--- src/rtl/prf_pkg.sv ---
// Shared types and constants for the primitive root finder.
`timescale 1ns / 1ps
package prf_pkg;

  localparam int MOD_BITS     = 31;  // modulus / root field width
  localparam int TDATA_BITS   = 32;  // byte-padded stream data width
  localparam int SPECIAL_FOUR = 4;   // modulus with a fixed answer

  // datapath commands
  typedef enum logic [4:0] {
    CMD_NONE,
    CMD_LOAD,
    CMD_SET_FAIL,
    CMD_SET_ONE,
    CMD_SET_THREE,
    CMD_SET_G,
    CMD_FN_INIT,
    CMD_FP_INIT,
    CMD_DIV_TD,
    CMD_TD_DIVIDED,
    CMD_TD_NEXT,
    CMD_REC_N_D,
    CMD_REC_P_D,
    CMD_REC_N_M,
    CMD_REC_P_M,
    CMD_PHI_INIT,
    CMD_DIV_PHI,
    CMD_PHI_SUB,
    CMD_G_INIT,
    CMD_G_NEXT,
    CMD_GCD_INIT,
    CMD_DIV_GCD,
    CMD_GCD_STEP,
    CMD_IDX_INIT,
    CMD_IDX_NEXT,
    CMD_DIV_EXP,
    CMD_POW_INIT,
    CMD_MUL_ACC,
    CMD_ACC_LOAD,
    CMD_MUL_SQR,
    CMD_SQR_LOAD,
    CMD_EMIT
  } cmd_e;

  // datapath status toward the controller
  typedef struct packed {
    logic div_done;
    logic mul_done;
    logic d_gt_q;
    logic rem_zero;
    logic e_zero;
    logic m_gt1;
    logic n_zero;
    logic n_le2;
    logic n_four;
    logic has_root;
    logic p_ovf;
    logic g_ge_n;
    logic gb_zero;
    logic ga_gt1;
    logic idx_end;
    logic ex_zero;
    logic ex_odd;
    logic acc_one;
    logic out_free;
  } sts_t;

  typedef enum logic [4:0] {
    S_IDLE,
    S_SPECIAL,
    S_TD_START,
    S_TD_WAIT,
    S_TD_TAIL,
    S_N_CHECK,
    S_PHI_START,
    S_PHI_WAIT,
    S_FP_INIT,
    S_P_CHECK,
    S_G_CHECK,
    S_GCD_LOOP,
    S_GCD_WAIT,
    S_PR_CHECK,
    S_EXP_WAIT,
    S_POW_LOOP,
    S_MACC_WAIT,
    S_SQR_START,
    S_MSQR_WAIT,
    S_FINISH
  } state_e;

endpackage

--- src/rtl/prf_div.sv ---
// Restoring divider, one quotient bit per cycle.
`timescale 1ns / 1ps
module prf_div #(
  parameter int W = 31
) (
  input  logic         clk_i,
  input  logic         rst_ni,
  input  logic         start_i,
  input  logic [W-1:0] dividend_i,
  input  logic [W-1:0] divisor_i,
  output logic         busy_o,
  output logic         done_o,
  output logic [W-1:0] quo_o,
  output logic [W-1:0] rem_o
);
  localparam int CW = $clog2(W + 1);

  logic [W:0]   rem_q, rem_d;
  logic [W-1:0] quo_q, quo_d, dvs_q, dvs_d;
  logic [CW-1:0] cnt_q, cnt_d;
  logic         busy_q, busy_d, done_q, done_d;
  logic [W:0]   shifted;

  always_comb begin
    rem_d   = rem_q;
    quo_d   = quo_q;
    dvs_d   = dvs_q;
    cnt_d   = cnt_q;
    busy_d  = busy_q;
    done_d  = 1'b0;
    shifted = {rem_q[W-1:0], quo_q[W-1]};
    if (start_i) begin
      rem_d  = '0;
      quo_d  = dividend_i;
      dvs_d  = divisor_i;
      cnt_d  = CW'(W);
      busy_d = 1'b1;
    end else if (busy_q) begin
      if (shifted >= {1'b0, dvs_q}) begin
        rem_d = shifted - {1'b0, dvs_q};
        quo_d = {quo_q[W-2:0], 1'b1};
      end else begin
        rem_d = shifted;
        quo_d = {quo_q[W-2:0], 1'b0};
      end
      cnt_d = cnt_q - 1'b1;
      if (cnt_q == CW'(1)) begin
        busy_d = 1'b0;
        done_d = 1'b1;
      end
    end
  end

  always_ff @(posedge clk_i or negedge rst_ni) begin
    if (!rst_ni) begin
      busy_q <= 1'b0;
      done_q <= 1'b0;
      cnt_q  <= '0;
    end else begin
      busy_q <= busy_d;
      done_q <= done_d;
      cnt_q  <= cnt_d;
    end
  end

  always_ff @(posedge clk_i) begin
    rem_q <= rem_d;
    quo_q <= quo_d;
    dvs_q <= dvs_d;
  end

  assign busy_o = busy_q;
  assign done_o = done_q;
  assign quo_o  = quo_q;
  assign rem_o  = rem_q[W-1:0];

endmodule

--- src/rtl/prf_modmul.sv ---
// Modular multiplier, double-and-add over the multiplier bits, MSB first.
`timescale 1ns / 1ps
module prf_modmul #(
  parameter int W = 31
) (
  input  logic         clk_i,
  input  logic         rst_ni,
  input  logic         start_i,
  input  logic [W-1:0] a_i,    // a < m
  input  logic [W-1:0] b_i,    // b < m
  input  logic [W-1:0] m_i,
  output logic         done_o,
  output logic [W-1:0] prod_o
);
  localparam int CW = $clog2(W + 1);

  logic [W-1:0]  r_q, r_d, a_q, a_d, b_q, b_d, m_q, m_d;
  logic [CW-1:0] cnt_q, cnt_d;
  logic          busy_q, busy_d, done_q, done_d;
  logic [W-1:0]  dbl, sum;

  always_comb begin
    r_d    = r_q;
    a_d    = a_q;
    b_d    = b_q;
    m_d    = m_q;
    cnt_d  = cnt_q;
    busy_d = busy_q;
    done_d = 1'b0;
    // 2r mod m and (2r + a) mod m without leaving W bits
    dbl = (r_q >= m_q - r_q) ? r_q - (m_q - r_q) : r_q + r_q;
    sum = (dbl >= m_q - a_q) ? dbl - (m_q - a_q) : dbl + a_q;
    if (start_i) begin
      r_d    = '0;
      a_d    = a_i;
      b_d    = b_i;
      m_d    = m_i;
      cnt_d  = CW'(W);
      busy_d = 1'b1;
    end else if (busy_q) begin
      r_d   = b_q[W-1] ? sum : dbl;
      b_d   = {b_q[W-2:0], 1'b0};
      cnt_d = cnt_q - 1'b1;
      if (cnt_q == CW'(1)) begin
        busy_d = 1'b0;
        done_d = 1'b1;
      end
    end
  end

  always_ff @(posedge clk_i or negedge rst_ni) begin
    if (!rst_ni) begin
      busy_q <= 1'b0;
      done_q <= 1'b0;
      cnt_q  <= '0;
    end else begin
      busy_q <= busy_d;
      done_q <= done_d;
      cnt_q  <= cnt_d;
    end
  end

  always_ff @(posedge clk_i) begin
    r_q <= r_d;
    a_q <= a_d;
    b_q <= b_d;
    m_q <= m_d;
  end

  assign done_o = done_q;
  assign prod_o = r_q;

endmodule

--- src/rtl/prf_datapath.sv ---
// Datapath: working registers, factor store, divider, modular multiplier, output register.
`timescale 1ns / 1ps
module prf_datapath #(
  parameter int W   = 31,
  parameter int MPF = 9
) (
  input  logic                     clk_i,
  input  logic                     rst_ni,
  input  prf_pkg::cmd_e            cmd_i,
  input  logic [prf_pkg::MOD_BITS-1:0] modulus_i,
  input  logic                     out_ready_i,
  output prf_pkg::sts_t            sts_o,
  output logic                     out_valid_o,
  output logic [prf_pkg::MOD_BITS-1:0] out_root_o,
  output logic                     out_found_o
);
  import prf_pkg::*;

  localparam int EW = $clog2(W + 1);
  localparam int CW = $clog2(MPF + 1);
  localparam int IW = (MPF > 1) ? $clog2(MPF) : 1;

  logic [W-1:0]  n_q, m_q, d_q, phi_q, p0_q, plast_q, g_q, ga_q, gb_q;
  logic [W-1:0]  ex_q, acc_q, base_q, res_root_q;
  logic [EW-1:0] e_q, e0_q;
  logic [1:0]    ncnt_q;
  logic [CW-1:0] pcnt_q, idx_q;
  logic          povf_q, res_found_q;
  logic [W-1:0]  pf_q [MPF];
  logic          out_valid_q, out_found_q;
  logic [MOD_BITS-1:0] out_root_q;

  logic          div_start, div_busy, div_done, mul_start, mul_done;
  logic [W-1:0]  div_a, div_b, div_quo, div_rem, mul_a, mul_b, mul_prod;
  logic [W-1:0]  rec_p, pf_sel;
  logic [EW-1:0] rec_e;

  assign pf_sel = pf_q[idx_q[IW-1:0]];

  always_comb begin
    div_start = 1'b0;
    div_a     = m_q;
    div_b     = d_q;
    case (cmd_i)
      CMD_DIV_TD:  div_start = 1'b1;
      CMD_DIV_PHI: begin
        div_start = 1'b1;
        div_a     = phi_q;
        div_b     = plast_q;
      end
      CMD_DIV_GCD: begin
        div_start = 1'b1;
        div_a     = ga_q;
        div_b     = gb_q;
      end
      CMD_DIV_EXP: begin
        div_start = 1'b1;
        div_a     = phi_q;
        div_b     = pf_sel;
      end
      default: ;
    endcase
  end

  assign mul_start = (cmd_i == CMD_MUL_ACC) || (cmd_i == CMD_MUL_SQR);
  assign mul_a     = (cmd_i == CMD_MUL_ACC) ? acc_q : base_q;
  assign mul_b     = base_q;

  prf_div #(.W(W)) u_div (
    .clk_i,
    .rst_ni,
    .start_i    (div_start),
    .dividend_i (div_a),
    .divisor_i  (div_b),
    .busy_o     (div_busy),
    .done_o     (div_done),
    .quo_o      (div_quo),
    .rem_o      (div_rem)
  );

  prf_modmul #(.W(W)) u_mul (
    .clk_i,
    .rst_ni,
    .start_i (mul_start),
    .a_i     (mul_a),
    .b_i     (mul_b),
    .m_i     (n_q),
    .done_o  (mul_done),
    .prod_o  (mul_prod)
  );

  // tail record stores the leftover cofactor with exponent one
  assign rec_p = ((cmd_i == CMD_REC_N_M) || (cmd_i == CMD_REC_P_M)) ? m_q : d_q;
  assign rec_e = ((cmd_i == CMD_REC_N_M) || (cmd_i == CMD_REC_P_M)) ? EW'(1) : e_q;

  always_ff @(posedge clk_i) begin
    case (cmd_i)
      CMD_LOAD: n_q <= W'(modulus_i);
      CMD_FN_INIT: begin
        m_q <= n_q;
        d_q <= W'(2);
        e_q <= '0;
      end
      CMD_FP_INIT: begin
        m_q <= phi_q;
        d_q <= W'(2);
        e_q <= '0;
      end
      CMD_TD_DIVIDED: begin
        m_q <= div_quo;
        e_q <= e_q + 1'b1;
      end
      CMD_TD_NEXT: d_q <= d_q + 1'b1;
      CMD_REC_N_D, CMD_REC_N_M: begin
        if (ncnt_q == 2'd0) begin
          p0_q <= rec_p;
          e0_q <= rec_e;
        end
        plast_q <= rec_p;
        d_q     <= d_q + 1'b1;
        e_q     <= '0;
      end
      CMD_REC_P_D, CMD_REC_P_M: begin
        if (pcnt_q < CW'(MPF)) pf_q[pcnt_q[IW-1:0]] <= rec_p;
        d_q <= d_q + 1'b1;
        e_q <= '0;
      end
      CMD_PHI_INIT: phi_q <= (ncnt_q == 2'd2) ? (n_q >> 1) : n_q;
      CMD_PHI_SUB:  phi_q <= phi_q - div_quo;
      CMD_G_INIT:   g_q <= W'(2);
      CMD_G_NEXT:   g_q <= g_q + 1'b1;
      CMD_GCD_INIT: begin
        ga_q <= n_q;
        gb_q <= g_q;
      end
      CMD_GCD_STEP: begin
        ga_q <= gb_q;
        gb_q <= div_rem;
      end
      CMD_POW_INIT: begin
        ex_q   <= div_quo;
        acc_q  <= W'(1);
        base_q <= g_q;
      end
      CMD_ACC_LOAD: acc_q <= mul_prod;
      CMD_SQR_LOAD: begin
        base_q <= mul_prod;
        ex_q   <= ex_q >> 1;
      end
      CMD_SET_FAIL:  res_root_q <= '0;
      CMD_SET_ONE:   res_root_q <= W'(1);
      CMD_SET_THREE: res_root_q <= W'(3);
      CMD_SET_G:     res_root_q <= g_q;
      default: ;
    endcase
  end

  // control-like counters and flags
  always_ff @(posedge clk_i or negedge rst_ni) begin
    if (!rst_ni) begin
      ncnt_q      <= '0;
      pcnt_q      <= '0;
      idx_q       <= '0;
      povf_q      <= 1'b0;
      res_found_q <= 1'b0;
      out_valid_q <= 1'b0;
    end else begin
      case (cmd_i)
        CMD_FN_INIT: ncnt_q <= '0;
        CMD_FP_INIT: begin
          pcnt_q <= '0;
          povf_q <= 1'b0;
        end
        CMD_REC_N_D, CMD_REC_N_M: if (ncnt_q != 2'd3) ncnt_q <= ncnt_q + 1'b1;
        CMD_REC_P_D, CMD_REC_P_M: begin
          if (pcnt_q < CW'(MPF)) pcnt_q <= pcnt_q + 1'b1;
          else povf_q <= 1'b1;
        end
        CMD_IDX_INIT: idx_q <= '0;
        CMD_IDX_NEXT: idx_q <= idx_q + 1'b1;
        CMD_SET_FAIL: res_found_q <= 1'b0;
        CMD_SET_ONE, CMD_SET_THREE, CMD_SET_G: res_found_q <= 1'b1;
        default: ;
      endcase
      if (cmd_i == CMD_EMIT) out_valid_q <= 1'b1;
      else if (out_ready_i) out_valid_q <= 1'b0;
    end
  end

  always_ff @(posedge clk_i) begin
    if (cmd_i == CMD_EMIT) begin
      out_root_q  <= MOD_BITS'(res_root_q);
      out_found_q <= res_found_q;
    end
  end

  always_comb begin
    sts_o.div_done = div_done;
    sts_o.mul_done = mul_done;
    sts_o.d_gt_q   = d_q > div_quo;
    sts_o.rem_zero = div_rem == '0;
    sts_o.e_zero   = e_q == '0;
    sts_o.m_gt1    = m_q > W'(1);
    sts_o.n_zero   = n_q == '0;
    sts_o.n_le2    = (n_q == W'(1)) || (n_q == W'(2));
    sts_o.n_four   = n_q == W'(SPECIAL_FOUR);
    sts_o.has_root = ((ncnt_q == 2'd1) && (p0_q > W'(2))) ||
                     ((ncnt_q == 2'd2) && (p0_q == W'(2)) && (e0_q == EW'(1)));
    sts_o.p_ovf    = povf_q;
    sts_o.g_ge_n   = g_q >= n_q;
    sts_o.gb_zero  = gb_q == '0;
    sts_o.ga_gt1   = ga_q > W'(1);
    sts_o.idx_end  = idx_q == pcnt_q;
    sts_o.ex_zero  = ex_q == '0;
    sts_o.ex_odd   = ex_q[0];
    sts_o.acc_one  = acc_q == W'(1);
    sts_o.out_free = !out_valid_q || out_ready_i;
  end

  assign out_valid_o = out_valid_q;
  assign out_root_o  = out_root_q;
  assign out_found_o = out_found_q;

`ifndef NO_ASSERTIONS
  a_div_no_restart: assert property (@(posedge clk_i) disable iff (!rst_ni)
    div_start |-> !div_busy) else $error("divider restarted while busy");
  a_emit_free: assert property (@(posedge clk_i) disable iff (!rst_ni)
    (cmd_i == CMD_EMIT) |-> (!out_valid_q || out_ready_i))
    else $error("output overwritten while held");
  a_found_root: assert property (@(posedge clk_i) disable iff (!rst_ni)
    (cmd_i == CMD_EMIT) |-> (res_found_q == (res_root_q != '0)))
    else $error("found flag disagrees with root");
`endif

endmodule

--- src/rtl/prf_ctrl.sv ---
// Controller state machine sequencing the datapath commands.
`timescale 1ns / 1ps
module prf_ctrl (
  input  logic           clk_i,
  input  logic           rst_ni,
  input  logic           in_valid_i,
  output logic           in_ready_o,
  input  prf_pkg::sts_t  sts_i,
  output prf_pkg::cmd_e  cmd_o
);
  import prf_pkg::*;

  state_e state_q, state_d;
  logic   fp_q, fp_d;  // 0: factoring n, 1: factoring phi

  always_ff @(posedge clk_i or negedge rst_ni) begin
    if (!rst_ni) begin
      state_q <= S_IDLE;
      fp_q    <= 1'b0;
    end else begin
      state_q <= state_d;
      fp_q    <= fp_d;
    end
  end

  always_comb begin
    state_d = state_q;
    fp_d    = fp_q;
    cmd_o   = CMD_NONE;
    case (state_q)
      S_IDLE: if (in_valid_i) begin
        cmd_o   = CMD_LOAD;
        state_d = S_SPECIAL;
      end
      S_SPECIAL: begin
        state_d = S_FINISH;
        if (sts_i.n_zero) cmd_o = CMD_SET_FAIL;
        else if (sts_i.n_le2) cmd_o = CMD_SET_ONE;
        else if (sts_i.n_four) cmd_o = CMD_SET_THREE;
        else begin
          cmd_o   = CMD_FN_INIT;
          fp_d    = 1'b0;
          state_d = S_TD_START;
        end
      end
      S_TD_START: begin
        cmd_o   = CMD_DIV_TD;
        state_d = S_TD_WAIT;
      end
      S_TD_WAIT: if (sts_i.div_done) begin
        state_d = S_TD_START;
        if (sts_i.e_zero && sts_i.d_gt_q) state_d = S_TD_TAIL;
        else if (sts_i.rem_zero) cmd_o = CMD_TD_DIVIDED;
        else if (sts_i.e_zero) cmd_o = CMD_TD_NEXT;
        else cmd_o = fp_q ? CMD_REC_P_D : CMD_REC_N_D;
      end
      S_TD_TAIL: begin
        if (sts_i.m_gt1) cmd_o = fp_q ? CMD_REC_P_M : CMD_REC_N_M;
        state_d = fp_q ? S_P_CHECK : S_N_CHECK;
      end
      S_N_CHECK: begin
        if (!sts_i.has_root) begin
          cmd_o   = CMD_SET_FAIL;
          state_d = S_FINISH;
        end else begin
          cmd_o   = CMD_PHI_INIT;
          state_d = S_PHI_START;
        end
      end
      S_PHI_START: begin
        cmd_o   = CMD_DIV_PHI;
        state_d = S_PHI_WAIT;
      end
      S_PHI_WAIT: if (sts_i.div_done) begin
        cmd_o   = CMD_PHI_SUB;
        fp_d    = 1'b1;
        state_d = S_FP_INIT;
      end
      S_FP_INIT: begin
        cmd_o   = CMD_FP_INIT;
        state_d = S_TD_START;
      end
      S_P_CHECK: begin
        if (sts_i.p_ovf) begin
          cmd_o   = CMD_SET_FAIL;
          state_d = S_FINISH;
        end else begin
          cmd_o   = CMD_G_INIT;
          state_d = S_G_CHECK;
        end
      end
      S_G_CHECK: begin
        if (sts_i.g_ge_n) begin
          cmd_o   = CMD_SET_FAIL;
          state_d = S_FINISH;
        end else begin
          cmd_o   = CMD_GCD_INIT;
          state_d = S_GCD_LOOP;
        end
      end
      S_GCD_LOOP: begin
        if (!sts_i.gb_zero) begin
          cmd_o   = CMD_DIV_GCD;
          state_d = S_GCD_WAIT;
        end else if (sts_i.ga_gt1) begin
          cmd_o   = CMD_G_NEXT;
          state_d = S_G_CHECK;
        end else begin
          cmd_o   = CMD_IDX_INIT;
          state_d = S_PR_CHECK;
        end
      end
      S_GCD_WAIT: if (sts_i.div_done) begin
        cmd_o   = CMD_GCD_STEP;
        state_d = S_GCD_LOOP;
      end
      S_PR_CHECK: begin
        if (sts_i.idx_end) begin
          cmd_o   = CMD_SET_G;
          state_d = S_FINISH;
        end else begin
          cmd_o   = CMD_DIV_EXP;
          state_d = S_EXP_WAIT;
        end
      end
      S_EXP_WAIT: if (sts_i.div_done) begin
        cmd_o   = CMD_POW_INIT;
        state_d = S_POW_LOOP;
      end
      S_POW_LOOP: begin
        if (sts_i.ex_zero) begin
          if (sts_i.acc_one) begin
            cmd_o   = CMD_G_NEXT;
            state_d = S_G_CHECK;
          end else begin
            cmd_o   = CMD_IDX_NEXT;
            state_d = S_PR_CHECK;
          end
        end else if (sts_i.ex_odd) begin
          cmd_o   = CMD_MUL_ACC;
          state_d = S_MACC_WAIT;
        end else begin
          cmd_o   = CMD_MUL_SQR;
          state_d = S_MSQR_WAIT;
        end
      end
      S_MACC_WAIT: if (sts_i.mul_done) begin
        cmd_o   = CMD_ACC_LOAD;
        state_d = S_SQR_START;
      end
      S_SQR_START: begin
        cmd_o   = CMD_MUL_SQR;
        state_d = S_MSQR_WAIT;
      end
      S_MSQR_WAIT: if (sts_i.mul_done) begin
        cmd_o   = CMD_SQR_LOAD;
        state_d = S_POW_LOOP;
      end
      S_FINISH: if (sts_i.out_free) begin
        cmd_o   = CMD_EMIT;
        state_d = S_IDLE;
      end
      default: state_d = S_IDLE;
    endcase
  end

  assign in_ready_o = state_q == S_IDLE;

`ifndef NO_ASSERTIONS
  a_load_only_idle: assert property (@(posedge clk_i) disable iff (!rst_ni)
    (cmd_o == CMD_LOAD) |-> (state_q == S_IDLE)) else $error("load outside idle");
  a_emit_to_idle: assert property (@(posedge clk_i) disable iff (!rst_ni)
    (cmd_o == CMD_EMIT) |=> (state_q == S_IDLE)) else $error("emit did not return to idle");
  a_phi_mode: assert property (@(posedge clk_i) disable iff (!rst_ni)
    (state_q == S_P_CHECK) |-> fp_q) else $error("phi check while factoring n");
`endif

endmodule

--- src/rtl/primitive_root_finder_core.sv ---
// Top level of the smallest-primitive-root finder.
`timescale 1ns / 1ps
// Usage:
//   Input stream (s_axis_*): one transaction carries a modulus n in tdata[30:0].
//   Output stream (m_axis_*): one transaction per input, tdata[30:0] holds the
//   smallest primitive root modulo n (0 if none), tuser holds the found flag.
//   Only the low VALUE_BITS bits of the modulus are used.
// Operation:
//   n = 0, 1, 2, 4 are answered directly. Otherwise n is factored by trial
//   division (a divide per trial, trial divisors up to sqrt(n)), phi(n) is formed
//   and factored the same way, then candidates are tested by Euclid gcd and
//   square-and-multiply with the serial modular multiplier. The shared serial
//   divider dominates the run time.
// Throughput: one modulus at a time; s_axis_tready is high only while idle.
// The result sits in an output register, so the next modulus is accepted
// while an earlier result waits for the receiver.
// Reset: rst_ni (asynchronous, active low) returns to idle, drops tvalid.
// Stall: a held result keeps the block in its finish step until taken.
module primitive_root_finder_core #(
  parameter int VALUE_BITS        = 31,
  parameter int MAX_PRIME_FACTORS = 9
) (
  input  logic                           clk_i,
  input  logic                           rst_ni,
  input  logic                           s_axis_tvalid_i,
  output logic                           s_axis_tready_o,
  input  logic [prf_pkg::TDATA_BITS-1:0] s_axis_tdata_i,   // [30:0] modulus
  output logic                           m_axis_tvalid_o,
  input  logic                           m_axis_tready_i,
  output logic [prf_pkg::TDATA_BITS-1:0] m_axis_tdata_o,   // [30:0] root
  output logic                           m_axis_tuser_o    // [0] found
);
  import prf_pkg::*;

  cmd_e                cmd;
  sts_t                sts;
  logic [MOD_BITS-1:0] root;

  prf_ctrl u_ctrl (
    .clk_i,
    .rst_ni,
    .in_valid_i (s_axis_tvalid_i),
    .in_ready_o (s_axis_tready_o),
    .sts_i      (sts),
    .cmd_o      (cmd)
  );

  prf_datapath #(
    .W   (VALUE_BITS),
    .MPF (MAX_PRIME_FACTORS)
  ) u_dp (
    .clk_i,
    .rst_ni,
    .cmd_i       (cmd),
    .modulus_i   (s_axis_tdata_i[MOD_BITS-1:0]),
    .out_ready_i (m_axis_tready_i),
    .sts_o       (sts),
    .out_valid_o (m_axis_tvalid_o),
    .out_root_o  (root),
    .out_found_o (m_axis_tuser_o)
  );

  // root padded to a whole number of bytes
  assign m_axis_tdata_o = TDATA_BITS'(root);

endmodule

--- config.mk ---
export PLATFORM = sky130hd
export DESIGN_NAME = primitive_root_finder_core
export DESIGN_NICKNAME = d
export VERILOG_FILES = /design/src/rtl/prf_pkg.sv /design/src/rtl/prf_div.sv /design/src/rtl/prf_modmul.sv /design/src/rtl/prf_datapath.sv /design/src/rtl/prf_ctrl.sv /design/src/rtl/primitive_root_finder_core.sv
export SDC_FILE = /design/constraint.sdc
export NUM_CORES = 2
export LEC_CHECK = 0
export ABC_CLOCK_PERIOD_IN_PS = 19300
export BUFFER_PORTS_ARGS = -buffer_cell sky130_fd_sc_hd__buf_2
export CORE_MARGIN = 2
export CORE_UTILIZATION = 60
export DETAILED_ROUTE_END_ITERATION = 7
export MAX_ROUTING_LAYER = met4
export PLACE_DENSITY = 0.81
export SYNTH_ARGS = -nofsm -noshare
export SYNTH_HDL_FRONTEND = slang
export SYNTH_SLANG_ARGS = --single-unit
--- constraint.sdc ---
create_clock -name clk_i -period 19.3 [get_ports clk_i]
set_input_delay 3.86 -clock clk_i [delete_from_list [all_inputs] [get_ports clk_i]]
set_output_delay 3.86 -clock clk_i [all_outputs]
set_load 0.05 [all_outputs]
# Word-level counts from Yosys, hierarchy flattened
# Memories as Yosys holds them, arrays and structs flattened.
# Cells that the tools add are included.
# Widths: inputs -> output; s select.
# op_classes
addsub	16
order_cmp	9
n_eq_ne	76
muxes	110
n_reduce_logical	48
# op_table
operator	n
$pmux 31 s2	9
$mux 31	11
$pmux 5 s20	2
$mux 5	39
$pmux 31 s3	2
$sub 31x31->31	6
$logic_not 31->1	4
$pmux 31 s4	1
$eq 5x5->1 const B	20
$ge 31x31->1	3
$eq 5x4->1 const B	16
$add 31x1->31 const B	2
$add 31x31->31	2
$eq 31x1->1 const B	2
$eq 31x2->1 const B	2
$gt 31x1->1 const B	2
$eq 5x3->1 const B	8
$ge 32x31->1	1
$eq 31x3->1 const B	1
$gt 31x2->1 const B	1
$gt 31x31->1	1
$reduce_bool 2->1	15
$eq 5x1->1 const B	5
$mux 1	25
33 further kinds	79
# word_totals
register_bits	695
ramBits	279
in_bits	36
output_inout_bits	35
n_memories	1
# memory_table
name	words	word_bits	rd	rd_clocked_by_memory_dff	wr	line	source
u_dp.pf_q	9	31	1	0	1	prf_datapath.sv:29	logic [W-1:0] pf_q [MPF];

# Depth between registers and ports, before layout
# depth
word_depth	10
ltp_mapped	47
depth_no_buf	46

# Cells and area by module
# From an unflattened synthesis, not the netlist that was laid out.
# hier_totals
hier_cells	4921
area_unflattened_um2	55614.6
# by_module_without_submodules
module	instances	cells_each	area_per_inst_um2	seq_area_each_um2
prf_datapath	1	2647	35218.8	22066.2
prf_modmul	1	1551	13459.2	3588.4
prf_div	1	547	5740.5	2657.5
prf_ctrl	1	174	1184.9	150.1
primitive_root_finder_core	1	2	11.3	0.0

# Worst setup path after synthesis
# Ideal clock, no wire load.
# synth_path
path_type	reg-to-reg
startpoint	register u_ctrl.state_q[3]
endpoint	register u_dp.d_q[0] (enable)
setup_ps	646
arrival_ps	8900
required_ps	18654
setup_slack_ps	9754
stages_incl_launch_ff	16
n_path_buf	3
cell_sequence	dfrtp_1 clkbuf_1 nor3_1 nand3_1 o21ai_0 nand4b_1 a2111oi_0 nand2_1 inv_1 o311a_1 clkbuf_1 xor2_1 and3b_1 clkbuf_1 nor4_1 o21ai_0
# synth_via
elab_chain_cells	5
# synth_rtl
element	line	source
start: declaration	prf_ctrl.sv:13	state_e state_q, state_d;
start signal: assignment	prf_ctrl.sv:21	state_q <= state_d;
$eq 5x5->1, or another cell as far along	prf_ctrl.sv:30	case (state_q)
$pmux 5 s20 *	prf_ctrl.sv:30	
$eq 5x4->1 / $eq 5x3->1 (equally long branches)	prf_datapath.sv:97	case (cmd_i)
$reduce_or 5->1 (no line) / $reduce_or 2->1 (equally long branches)	-	
$reduce_bool 2->1 (no line) *	-	
end signal: assignment	prf_datapath.sv:113	CMD_TD_NEXT: d_q <= d_q + 1'b1;
end signal: assignment	prf_datapath.sv:120	d_q <= d_q + 1'b1;
end signal: assignment	prf_datapath.sv:125	d_q <= d_q + 1'b1;
end: declaration	prf_datapath.sv:23	logic [W-1:0] n_q, m_q, d_q, phi_q, p0_q, plast_q, g_q, ga_q, gb_q;
# Every way passes the cells marked *; elsewhere a longest branch is shown, timed or not.
# A chain may end at the register's enable or synchronous reset.

# Final worst setup path
# layout_path
startpoint	register u_dp.u_mul.r_q[2], in the netlist u_dp.u_mul.prod_o[2]
endpoint	register u_dp.u_mul.r_q[16], in the netlist u_dp.u_mul.prod_o[16]
# layout_via
elab_chain_cells	6
# layout_rtl
element	line	source
start: declaration	prf_modmul.sv:17	logic [W-1:0] r_q, r_d, a_q, a_d, b_q, b_d, m_q, m_d;
start signal: assignment	prf_modmul.sv:64	r_q <= r_d;
$sub 31x31->31	prf_modmul.sv:31	dbl = (r_q >= m_q - r_q) ? r_q - (m_q - r_q) : r_q + r_q;
$sub 31x31->31 / $ge 31x31->1 (equally long branches)	prf_modmul.sv:31	
$mux 31 *	prf_modmul.sv:31	
$add 31x31->31, or another cell as far along	prf_modmul.sv:32	sum = (dbl >= m_q - a_q) ? dbl - (m_q - a_q) : dbl + a_q;
$mux 31	prf_modmul.sv:32	
$mux 31 *	prf_modmul.sv:41	r_d = b_q[W-1] ? sum : dbl;
# Marks and branches as above.

==> reports/results.tsv <==
stage	metric	value	unit
status	status	finished clean	
cts	clock_latency	0.73	ns
sta	setup_viol	0	
critical_path	cp_common_cell	o21ai_0	
synthesis	async_flop_share	3.39	%
critical_path	crit_path_end_kind	flop	
critical_path	critPathMaxStageDelay	0.68	ns
cts	ctsHoldBuffers	0	
synthesis	synth_top_family_by_area	compound AO/OA/AOI/OAI gates	
critical_path	regToRegSetupSlack	7.02	ns
synthesis	synth_compound_area_share	14.1	%
cts	cts_buffers	100	
synthesis	synthFlopType	edfxtp_1	
routing	wirelength	164	mm
critical_path	cp-endpoint	u_dp.u_mul.prod_o[16]	
sta	rsz0062_at_grt	no	
global_routing	grt_pass1_wl	246	mm
synthesis	synth-edff-count	879	
cts	postCtsSetupRepairBufs	0	
synthesis	syn_area	54700	um^2
place	dpl_cell_area	56500	um^2
routing	drc	0	
floorplanning	start_util	60.7	%
sta	min_period_over_period	63.6	%
global_routing	grt_max_degree	97	
synthesis	synth-simple-area-share	13.0	%
floorplanning	num_rows	110	
job	cap_violations	0	
final_layout	final_nets	5358	
synthesis	synth-seq-cells	974	
final_layout	design_area	59700	um^2
critical_path	cp_num_buf_inv	2	
cts	cts-root-buf	clkbuf_16	
sta	fin_worst_skew	0.0674	ns
floorplanning	pin_count	71	
synthesis	synthAdderAreaFrac	6.91	%
critical_path	cp.arrival	12.87	ns
final_layout	drive_above_1_share	10.8	%
sta	hold_viol	0	
critical_path	r2r-start	u_dp.u_mul.prod_o[2]	
synthesis	synthXorXnorAreaFrac	3.97	%
place	numPlacedInstances	6107	
sta	fmax	0.0814	GHz
worst_hold_path	hp-class	reg2reg	
routing	drtPass1Iterations	6	
place	pre_cts_ws	7.32	ns
synthesis	synthMuxAreaShare	6.54	%
final_layout	fin_cells	6301	
sta	tightestPinTransition	1.28	ns
cts	path_clk_slew	0.06	ns
critical_path	r2r_cells	40	
synthesis	syn_area_per_cell	10.9	um^2
critical_path	worstSetupPathType	reg2reg	
floorplanning	core	90100	um^2
global_routing	gr-usage-all-layers	35.9	%
synthesis	syn-num-nets	5325	
synthesis	ys_warn_count	0	
global_routing	first_global_vias	39900	
critical_path	critPathLaunch	u_dp.u_mul.prod_o[2]	
sta	finalSetupTns	0	ns
floorplanning	design.die.area	93700	um^2
routing	drt_iter0_markers	5030	
synthesis	synth_cell_types	111	
cts	cts_tree	yes	
final_layout	nFillCells	6662	
critical_path	startpoint_type	flop	
synthesis	synth_cells	5000	
critical_path	r2r-end	u_dp.u_mul.prod_o[16]	
cts	cts.repair.resized	0	
routing	routed_via_density	6.58	
critical_path	cp_max_fo	31	
final_layout	largest_reg_flops	279	
sta	setup_slack	7.02	ns
floorplanning	die_x	306	um
critical_path	crit_slowest_cell	nor4_1	
place	hpwl	115	mm
critical_path	cp_top_family	compound AO/OA/AOI/OAI gates	
critical_path	cp_data_required_time	19.89	ns
final_layout	area_growth	9.07	%
sta	final.min_clock_period	12.28	ns
critical_path	worstSetupPathDepth	40	
cts	clock-sinks	974	
synthesis	yosysSeqAreaShare	52.0	%
routing	via_count	41500	
cts	htreeDepth	3	
place	gp_congestion	1.05	
cts	clock_path_buffers	3	
sta	slew_viol_final	0	
floorplanning	die_h	306	um
place	io_buffers	68	
global_routing	antenna_found_initial	5	
routing	antenna_left	0	
sta	slew_headroom	13.7	%
routing	wire_per_inst	26.0	um
global_routing	gr-total-overflow	0	
[metal layers]
layer	vias up	GRT usage, %	routed length, um
met4	0	21.3	12200
met5	-	-	0
met3	477	5.60	16000
met1	20000	45.5	61900
met2	2322	55.1	73800
li1	18700	-	-
[per-stage QoR]
step           hold WS [ns]  util, %
2_1_floorplan         0.400        -
3_3_place_gp          0.401     62.6
3_5_place_dp          0.405     62.6
4_1_cts               0.420     66.2
5_1_grt               0.423     66.2
6_report              0.417     66.2
[cells in the mapped netlist, types with 101 or more instances]
library cell	n	share of area [%]
xnor2_1	130	2.1
mux2i_1	109	2.0
edfxtp_1	879	48
xor2_1	116	1.9
a21oi_1	246	2.2
inv_1	271	1.9
clkbuf_1	164	1.1
ha_1	283	6.5
a22oi_1	101	1.4
o21ai_0	345	3.2
nand2_1	574	3.9
nor2_1	373	2.6
[cell usage in the layout, fill, tap and decap left out, types with 21 or more instances in the layout]
cell	count
clkinv_2	21
a21o_1	92
a21oi_1	246
dfrtp_1	27
nand4_1	65
mux4_2	62
edfxtp_1	879
inv_1	271
and3_1	31
nand3_1	92
nor4_1	71
ha_1	282
clkbuf_1	25
dfxtp_1	62
mux2i_1	109
o211ai_1	25
mux2_2	95
o21ai_0	341
buf_4	85
and2_1	61
clkbuf_16	100
xnor2_1	130
or3_1	28
nand2_1	573
nor3_1	71
a211oi_1	67
o21a_1	28
a22oi_1	101
nor2_1	369
buf_2	68
o31ai_1	24
a31oi_1	29
xor2_1	116
nand2b_1	42
or2_2	21
nor2b_1	37
[logic make-up after synthesis]
family	after synthesis
XOR/XNOR	247
multiplexers	267
buffers and inverters	497
adder cells (fa/ha/maj)	301
flip-flops	974
AND/OR/NAND/NOR	1530
other	1
AO/OA/AOI/OAI	1183
[how the worst min path moves through the flow]
stage / from / to / slack [ns] / cells after the start
after global routing: u_dp.res_root_q[3] / u_dp.out_root_o[3] / 0.42 / 0
after floorplan: u_dp.res_root_q[0] / u_dp.out_root_o[0] / 0.40 / 0
after detailed placement: u_dp.res_root_q[9] / u_dp.out_root_o[9] / 0.40 / 0
after global placement: u_dp.res_root_q[11] / u_dp.out_root_o[11] / 0.40 / 0
final: u_dp.res_root_q[17] / u_dp.out_root_o[17] / 0.42 / 0
after CTS: u_dp.res_root_q[17] / u_dp.out_root_o[17] / 0.42 / 0
[final cells by class]
cell class	count	area (um^2)	area share, %
sequential	974	28500	47.7
multi-input combinational	3529	24500	41.0
clock buffer	128	2640	4.42
tap	1176	1470	2.46
inverter	275	1030	1.73
timing repair buffer	153	978	1.64
clock inverter	57	593	0.993
antenna	9	22.5	0.0377
Power is not shown: default switching activity piles up to over one toggle a cycle in this logic, so the estimate is an artifact.
